[config.mk]
export PLATFORM = sky130hd
export DESIGN_NAME = sha256_stream_hasher
export DESIGN_NICKNAME = d
export VERILOG_FILES = /design/src/hdl/sha_pkg.sv /design/src/hdl/sha_msg_sched.sv /design/src/hdl/sha_round.sv /design/src/hdl/sha256_stream_hasher.sv
export SDC_FILE = /design/constraint.sdc
export NUM_CORES = 2
export LEC_CHECK = 0
export ABC_AREA = 1
export BUFFER_PORTS_ARGS = -buffer_cell sky130_fd_sc_hd__buf_4
export CORE_MARGIN = 3
export CORE_UTILIZATION = 34
export DETAILED_ROUTE_END_ITERATION = 16
export GPL_ROUTABILITY_DRIVEN = 1
export PLACE_DENSITY = 0.48
export REMOVE_ABC_BUFFERS = 1
export SYNTH_ARGS = -nofsm -noshare
export SYNTH_HDL_FRONTEND = slang
export SYNTH_HIERARCHICAL = 1
export SYNTH_SLANG_ARGS = --single-unit
export TNS_END_PERCENT = 20
[constraint.sdc]
create_clock -name clk_i -period 8.42 [get_ports clk_i]
set_input_delay 1.684 -clock clk_i [delete_from_list [all_inputs] [get_ports clk_i]]
set_output_delay 1.684 -clock clk_i [all_outputs]
set_load 0.02 [all_outputs]
[src/hdl/sha_pkg.sv]
`timescale 1ns / 1ps

package sha_pkg;

  localparam int unsigned WordW  = 32;
  localparam int unsigned FillW  = 6;
  localparam int unsigned RndW   = 6;
  localparam int unsigned IdxW   = 3;
  localparam int unsigned Words  = 8;
  localparam int unsigned WinLen = 16;

  localparam logic [FillW-1:0] FILL_LAST = 6'd63;
  localparam logic [FillW-1:0] LEN_POS   = 6'd56;
  localparam logic [RndW-1:0]  RND_LAST  = 6'd63;
  localparam logic [IdxW-1:0]  IDX_LAST  = 3'd7;
  localparam logic [7:0]       PAD_MARK  = 8'h80;

  localparam logic [1:0] OP_ABSORB     = 2'd0;
  localparam logic [1:0] OP_ABSORB_FIN = 2'd1;
  localparam logic [1:0] OP_FINISH     = 2'd2;

  typedef logic [WordW-1:0] word_t;

  typedef struct packed {
    logic             byte_en;
    logic [7:0]       byte_val;
    logic             load;
    logic             rnd_en;
    logic [RndW-1:0]  rnd;
    logic             fold;
    logic             init;
  } ctl_t;

  localparam word_t H_INIT [Words] = '{
    32'h6A09E667, 32'hBB67AE85, 32'h3C6EF372, 32'hA54FF53A,
    32'h510E527F, 32'h9B05688C, 32'h1F83D9AB, 32'h5BE0CD19
  };

  localparam word_t ROUND_K [64] = '{
    32'h428A2F98, 32'h71374491, 32'hB5C0FBCF, 32'hE9B5DBA5,
    32'h3956C25B, 32'h59F111F1, 32'h923F82A4, 32'hAB1C5ED5,
    32'hD807AA98, 32'h12835B01, 32'h243185BE, 32'h550C7DC3,
    32'h72BE5D74, 32'h80DEB1FE, 32'h9BDC06A7, 32'hC19BF174,
    32'hE49B69C1, 32'hEFBE4786, 32'h0FC19DC6, 32'h240CA1CC,
    32'h2DE92C6F, 32'h4A7484AA, 32'h5CB0A9DC, 32'h76F988DA,
    32'h983E5152, 32'hA831C66D, 32'hB00327C8, 32'hBF597FC7,
    32'hC6E00BF3, 32'hD5A79147, 32'h06CA6351, 32'h14292967,
    32'h27B70A85, 32'h2E1B2138, 32'h4D2C6DFC, 32'h53380D13,
    32'h650A7354, 32'h766A0ABB, 32'h81C2C92E, 32'h92722C85,
    32'hA2BFE8A1, 32'hA81A664B, 32'hC24B8B70, 32'hC76C51A3,
    32'hD192E819, 32'hD6990624, 32'hF40E3585, 32'h106AA070,
    32'h19A4C116, 32'h1E376C08, 32'h2748774C, 32'h34B0BCB5,
    32'h391C0CB3, 32'h4ED8AA4A, 32'h5B9CCA4F, 32'h682E6FF3,
    32'h748F82EE, 32'h78A5636F, 32'h84C87814, 32'h8CC70208,
    32'h90BEFFFA, 32'hA4506CEB, 32'hBEF9A3F7, 32'hC67178F2
  };

  function automatic word_t big_sig0(input word_t x);
    return {x[1:0], x[31:2]} ^ {x[12:0], x[31:13]} ^ {x[21:0], x[31:22]};
  endfunction

  function automatic word_t big_sig1(input word_t x);
    return {x[5:0], x[31:6]} ^ {x[10:0], x[31:11]} ^ {x[24:0], x[31:25]};
  endfunction

  function automatic word_t sml_sig0(input word_t x);
    return {x[6:0], x[31:7]} ^ {x[17:0], x[31:18]} ^ (x >> 3);
  endfunction

  function automatic word_t sml_sig1(input word_t x);
    return {x[16:0], x[31:17]} ^ {x[18:0], x[31:19]} ^ (x >> 10);
  endfunction

endpackage

[src/hdl/sha_msg_sched.sv]
`timescale 1ns / 1ps

module sha_msg_sched (
  input  logic          clk_i,
  input  sha_pkg::ctl_t ctl_i,
  output sha_pkg::word_t w_o
);

  sha_pkg::word_t win_q [sha_pkg::WinLen];
  sha_pkg::word_t next_w;

  assign next_w = win_q[0] + sha_pkg::sml_sig0(win_q[1]) + win_q[9]
                + sha_pkg::sml_sig1(win_q[14]);

  always_ff @(posedge clk_i) begin
    if (ctl_i.byte_en) begin
      for (int j = 0; j < sha_pkg::WinLen - 1; j++) begin
        win_q[j] <= {win_q[j][23:0], win_q[j+1][31:24]};
      end
      win_q[sha_pkg::WinLen-1] <= {win_q[sha_pkg::WinLen-1][23:0], ctl_i.byte_val};
    end else if (ctl_i.rnd_en) begin
      for (int j = 0; j < sha_pkg::WinLen - 1; j++) begin
        win_q[j] <= win_q[j+1];
      end
      win_q[sha_pkg::WinLen-1] <= next_w;
    end
  end

  assign w_o = win_q[0];

endmodule

[src/hdl/sha_round.sv]
`timescale 1ns / 1ps

module sha_round (
  input  logic           clk_i,
  input  logic           rst_ni,
  input  sha_pkg::ctl_t  ctl_i,
  input  sha_pkg::word_t w_i,
  output sha_pkg::word_t chain_o [sha_pkg::Words]
);

  sha_pkg::word_t chain_q [sha_pkg::Words];
  sha_pkg::word_t st_q    [sha_pkg::Words];
  sha_pkg::word_t t1, t2, ch, maj;

  assign ch  = (st_q[4] & st_q[5]) ^ (~st_q[4] & st_q[6]);
  assign maj = (st_q[0] & st_q[1]) ^ (st_q[0] & st_q[2]) ^ (st_q[1] & st_q[2]);
  assign t1  = st_q[7] + sha_pkg::big_sig1(st_q[4]) + ch
             + sha_pkg::ROUND_K[ctl_i.rnd] + w_i;
  assign t2  = sha_pkg::big_sig0(st_q[0]) + maj;

  always_ff @(posedge clk_i) begin
    if (ctl_i.load) begin
      st_q <= chain_q;
    end else if (ctl_i.rnd_en) begin
      st_q[0] <= t1 + t2;
      st_q[1] <= st_q[0];
      st_q[2] <= st_q[1];
      st_q[3] <= st_q[2];
      st_q[4] <= st_q[3] + t1;
      st_q[5] <= st_q[4];
      st_q[6] <= st_q[5];
      st_q[7] <= st_q[6];
    end
  end

  always_ff @(posedge clk_i or negedge rst_ni) begin
    if (!rst_ni) begin
      chain_q <= sha_pkg::H_INIT;
    end else if (ctl_i.init) begin
      chain_q <= sha_pkg::H_INIT;
    end else if (ctl_i.fold) begin
      for (int j = 0; j < sha_pkg::Words; j++) begin
        chain_q[j] <= chain_q[j] + st_q[j];
      end
    end
  end

  assign chain_o = chain_q;

endmodule

[src/hdl/sha256_stream_hasher.sv]
`timescale 1ns / 1ps
// Channel  Direction  Handshake                  Payload
// in       request    in_valid_i / in_ready_o    op_i, data_byte_i
// out      result     out_valid_o / out_ready_i  digest_word_o, word_index_o, last_o
//
// A byte request is accepted while idle; the 64th byte of a block keeps it busy for
// 64 rounds of the shared round unit and one fold into the chaining words.
// A finish injects pad bytes one per cycle up to the block end (one or two blocks,
// each again hashed by the rounds and a fold), then offers the eight digest words.
// Reset restores the initial hash values and clears the byte and bit counts.
// in_ready_o is high only while idle; digest words wait for out_ready_i.

module sha256_stream_hasher (
  input  logic        clk_i,
  input  logic        rst_ni,
  input  logic        in_valid_i,
  output logic        in_ready_o,
  input  logic [1:0]  op_i,
  input  logic [7:0]  data_byte_i,
  output logic        out_valid_o,
  input  logic        out_ready_i,
  output logic [31:0] digest_word_o,
  output logic [2:0]  word_index_o,
  output logic        last_o
);

  localparam logic [2:0] ST_IDLE  = 3'd0;
  localparam logic [2:0] ST_PAD   = 3'd1;
  localparam logic [2:0] ST_ROUND = 3'd2;
  localparam logic [2:0] ST_FOLD  = 3'd3;
  localparam logic [2:0] ST_OUT   = 3'd4;

  logic [2:0]                 state_q, state_d;
  logic [sha_pkg::FillW-1:0]  fill_q, fill_d;
  logic [63:0]                bits_q, bits_d;
  logic [sha_pkg::RndW-1:0]   rnd_q, rnd_d;
  logic [sha_pkg::IdxW-1:0]   idx_q, idx_d;
  logic                       fin_q, fin_d;
  logic                       mark_q, mark_d;
  logic                       lenok_q, lenok_d;
  logic                       lastblk_q, lastblk_d;
  logic [7:0]                 len_byte;
  sha_pkg::ctl_t              ctl;
  sha_pkg::word_t             w;
  sha_pkg::word_t             chain [sha_pkg::Words];

  assign len_byte = 8'(bits_q >> {~fill_q[2:0], 3'b000});

  always_comb begin
    state_d   = state_q;
    fill_d    = fill_q;
    bits_d    = bits_q;
    rnd_d     = rnd_q;
    idx_d     = idx_q;
    fin_d     = fin_q;
    mark_d    = mark_q;
    lenok_d   = lenok_q;
    lastblk_d = lastblk_q;
    ctl       = '0;
    ctl.rnd   = rnd_q;
    unique case (state_q)
      ST_IDLE: begin
        if (in_valid_i) begin
          unique case (op_i)
            sha_pkg::OP_ABSORB, sha_pkg::OP_ABSORB_FIN: begin
              ctl.byte_en  = 1'b1;
              ctl.byte_val = data_byte_i;
              bits_d       = bits_q + 64'd8;
              fill_d       = fill_q + 1'b1;
              fin_d        = (op_i == sha_pkg::OP_ABSORB_FIN);
              if (fill_q == sha_pkg::FILL_LAST) begin
                ctl.load = 1'b1;
                rnd_d    = '0;
                state_d  = ST_ROUND;
              end else if (op_i == sha_pkg::OP_ABSORB_FIN) begin
                state_d = ST_PAD;
              end
            end
            sha_pkg::OP_FINISH: begin
              fin_d   = 1'b1;
              state_d = ST_PAD;
            end
            default: ;
          endcase
        end
      end
      ST_PAD: begin
        ctl.byte_en = 1'b1;
        fill_d      = fill_q + 1'b1;
        if (!mark_q) begin
          ctl.byte_val = sha_pkg::PAD_MARK;
          mark_d       = 1'b1;
          lenok_d      = (fill_q < sha_pkg::LEN_POS);
        end else if (lenok_q && fill_q >= sha_pkg::LEN_POS) begin
          ctl.byte_val = len_byte;
        end else begin
          ctl.byte_val = '0;
        end
        if (fill_q == sha_pkg::FILL_LAST) begin
          ctl.load  = 1'b1;
          rnd_d     = '0;
          lenok_d   = 1'b1;
          lastblk_d = mark_q && lenok_q;
          state_d   = ST_ROUND;
        end
      end
      ST_ROUND: begin
        ctl.rnd_en = 1'b1;
        rnd_d      = rnd_q + 1'b1;
        if (rnd_q == sha_pkg::RND_LAST) begin
          state_d = ST_FOLD;
        end
      end
      ST_FOLD: begin
        ctl.fold = 1'b1;
        if (!fin_q) begin
          state_d = ST_IDLE;
        end else if (lastblk_q) begin
          idx_d   = '0;
          state_d = ST_OUT;
        end else begin
          state_d = ST_PAD;
        end
      end
      ST_OUT: begin
        if (out_ready_i) begin
          idx_d = idx_q + 1'b1;
          if (idx_q == sha_pkg::IDX_LAST) begin
            ctl.init  = 1'b1;
            fill_d    = '0;
            bits_d    = '0;
            fin_d     = 1'b0;
            mark_d    = 1'b0;
            lenok_d   = 1'b0;
            lastblk_d = 1'b0;
            state_d   = ST_IDLE;
          end
        end
      end
      default: state_d = ST_IDLE;
    endcase
  end

  always_ff @(posedge clk_i or negedge rst_ni) begin
    if (!rst_ni) begin
      state_q   <= ST_IDLE;
      fill_q    <= '0;
      bits_q    <= '0;
      rnd_q     <= '0;
      idx_q     <= '0;
      fin_q     <= 1'b0;
      mark_q    <= 1'b0;
      lenok_q   <= 1'b0;
      lastblk_q <= 1'b0;
    end else begin
      state_q   <= state_d;
      fill_q    <= fill_d;
      bits_q    <= bits_d;
      rnd_q     <= rnd_d;
      idx_q     <= idx_d;
      fin_q     <= fin_d;
      mark_q    <= mark_d;
      lenok_q   <= lenok_d;
      lastblk_q <= lastblk_d;
    end
  end

  sha_msg_sched u_sched (
    .clk_i (clk_i),
    .ctl_i (ctl),
    .w_o   (w)
  );

  sha_round u_round (
    .clk_i   (clk_i),
    .rst_ni  (rst_ni),
    .ctl_i   (ctl),
    .w_i     (w),
    .chain_o (chain)
  );

  assign in_ready_o    = (state_q == ST_IDLE);
  assign out_valid_o   = (state_q == ST_OUT);
  assign digest_word_o = chain[idx_q];
  assign word_index_o  = idx_q;
  assign last_o        = (idx_q == sha_pkg::IDX_LAST);

endmodule
==> reports/summary.txt <==
Worst R2R End: u_round/st_q[247]$_DFFE_PP_
GRT Overall Usage: 0.287
CTS Buffer Depth: 3
register area: 31700 um^2
clk_lat worst skew: 0.84 ns
Met2 Wirelength: 166000 um
largest net degree at the start of global routing: 202
first-pass GRT wire length: 529000 um
fin nets: 11650
drt via density: 5.38
die height: 503 um
worst-path fanout max: 6
share of the synthesized area in the top cell type: 0.275
final setup fails: 0
Pins Over Slew Limit: 0
share of cells above drive strength 1: 0.0683
crit path capture type: flop
setup TNS: 0 ns
most frequent cell after synthesis: nand2_1
vias: 77295
Std-Cell Core Area: 244000 um^2
worst r2r src: rnd_q[0]$_DFFE_PN0P_
mapped cell area: 83900 um^2
Distinct cells, synth: 69
DRT iter0 DRCs: 7895
post-synthesis sequential area ratio: 0.378
status: finished, final reports clean
CP Data Required Time: 8.98 ns
Post-Syn Area per Cell: 7.58 um^2
Die ar.: 253000 um^2
CP most frequent cell: nand2_1
postcts setup bufs: 0
Place WS: 0.420 ns
I/O pins: 52
Worst path slowest cell: fa_1
critical path type: reg2reg
clk slew on worst S/H paths: 0.06 ns
met3 wire len: 24600 um
CP startpoint kind: flop
H-tree Lvls: 4
IO Port Bufs: 51
Arr. time, crit path: 8.54 ns
Synth area leader: edfxtp_1
Crit. Startpoint: rnd_q[0]$_DFFE_PN0P_
GP Congestion: 0.980
Routed WL: 371000 um
Fill cells: 25714
CTS Buf Count: 141
Post-synth top flop: edfxtp_1
die width: 503 um
R2R cell count: 38
Worst-Margin Slew: 1.17 ns
WHS: 0.492 ns
max_cap viols: 0
clk sink count: 1107
worst setup margin: 0.432 ns
min-delay src: u_round/chain_o[0]$_DFFE_PN1P_
multi-input logic area: 44200 um^2
CTS tree: built
Max stage delay on crit path: 0.50 ns
Min-Delay Endpoint: u_round/chain_o[0]$_DFFE_PN1P_
RSZ-0062 raised after global routing: yes
final instance area: 92800 um^2
Worst Hold Class: reg2reg
# rows: 181
async set-reset flop share out of synthesis: 0.306
Max Used Layer: met5
Gate Count Post-Synth: 11067
EDFF count, synth: 768
vias in the first global route: 73695
WHS Path Cells: 2
drt wl/cell: 25.9 um
DR pass1 iterations: 7
starting density of the core: 0.343
area grow syn2layout: 10.6%
Clk Tree Root Cell: clkbuf_16
clock skew: 0.0748 ns
total gr overflow: 0
dpl cell area: 88000 um^2
DR DRC count: 0
fin crit share: 0.949
Max Clk Rate: 125 MHz
initial antenna violation count: 15
Slew HR: 0.213
warnings from Yosys: 6
register bit count reported by yosys: 1107
antenna viol nets, final: 0
Synth top cells by count: 2696 x nand2_1, 1602 x inv_1, 1163 x nor2_1
largest cells by area after synthesis: edfxtp_1 27%, nand2_1 12%, inv_1 7.2%
met1 wire length: 167000 um
final hold violation count: 0
R2R Setup Slk: 0.43 ns
Post-DP HPWL: 292000 um
minimum clock period: 7.99 ns
## area by class of cell
class | instances | area share
antenna | 6 | 0.000162
timing repair buffer | 235 | 0.0215
tap | 3202 | 0.0432
clock inverter | 75 | 0.0106
multi-input combinational | 7941 | 0.476
inverter | 1617 | 0.0658
clock buffer | 183 | 0.0404
sequential | 1107 | 0.342
## how the worst max path moves through the flow
stage / end / cells past startpoint
after floorplan: u_sched/win_q[0][128]$_DFFE_PP_ / 5
final: u_round/st_q[247]$_DFFE_PP_ / 38
after detailed placement: u_round/st_q[247]$_DFFE_PP_ / 39
after global placement: u_round/st_q[255]$_DFFE_PP_ / 38
after CTS: u_round/st_q[255]$_DFFE_PP_ / 38
after global routing: u_round/st_q[247]$_DFFE_PP_ / 36
## stage by stage
| step | util | std cells |
|---|---|---|
| 2_1_floorplan | - | 10665 |
| 3_3_place_gp | 0.360 | 14102 |
| 3_5_place_dp | 0.360 | 14102 |
| 4_1_cts | 0.380 | 14360 |
| 5_1_grt | 0.380 | 14362 |
| 6_report | 0.380 | 14366 |
## worst max-delay path, delay by kind of cell, from the launching register on
family / cells / cell delay (ns)
buf+inv: 8 / 0.77
simple gates: 15 / 2.08
xor+xnor: 1 / 0.25
compound gates: 6 / 1.04
fa+ha+maj: 8 / 3.29
flops: 1 / 0.35
## sequential cells by signal, summed over array words and instances (netlist names), 3 cells and up
signal	count
rnd_q	6
state_q	3
fill_q	6
u_round/chain_o	256
u_sched/win_q	512
word_index_o	3
bits_q	61
u_round/st_q	256
## metal layers
layer / track usage / up-vias
met3: 0.0391 / 472
met4: 0.0991 / 4
met5: 0 / -
met1: 0.405 / 37691
met2: 0.451 / 2834
li1: - / 36294
## cell families (layout without fill, tap and decap cells)
group / Yosys count / in the layout / synth area share
adders and majority gates: 593 / 593 / 0.106
AOI/OAI and AO/OA: 2286 / 2286 / 0.152
buffers and inverters: 2019 / 2110 / 0.0956
other: 0 / 6 / 0
xor gates and xnor gates: 359 / 359 / 0.0376
DFF: 1107 / 1107 / 0.378
muxes: 45 / 45 / 0.00604
and+or+nand+nor: 4658 / 4658 / 0.225
## what timing repair did
item / CTS / global route
endpoints found under the setup margin: 0 / 5
resized for setup: 0 / 4
hold buffers: 0 / 0
## layout by cell type (no fill, tap or decap), types with 63 or more instances in the layout
cell type | synthesis | final
nand2_1 | 2696 | 2696
inv_1 | 1602 | 1598
nor2_1 | 1163 | 1160
o21ai_0 | 1053 | 1045
edfxtp_1 | 768 | 768
a21oi_1 | 678 | 678
nand3_1 | 487 | 487
ha_1 | 398 | 398
buf_4 | 53 | 216
xor2_1 | 207 | 207
dfrtp_1 | 203 | 198
fa_1 | 195 | 195
xnor2_1 | 151 | 151
clkbuf_16 | 0 | 142
dfstp_2 | 136 | 136
o22ai_1 | 99 | 99
nand4_1 | 90 | 90
nor3_1 | 74 | 74
o32ai_1 | 65 | 65
o21bai_1 | 63 | 63
Power is not shown: default switching activity piles up to over one toggle a cycle in this logic, so the estimate is an artifact.
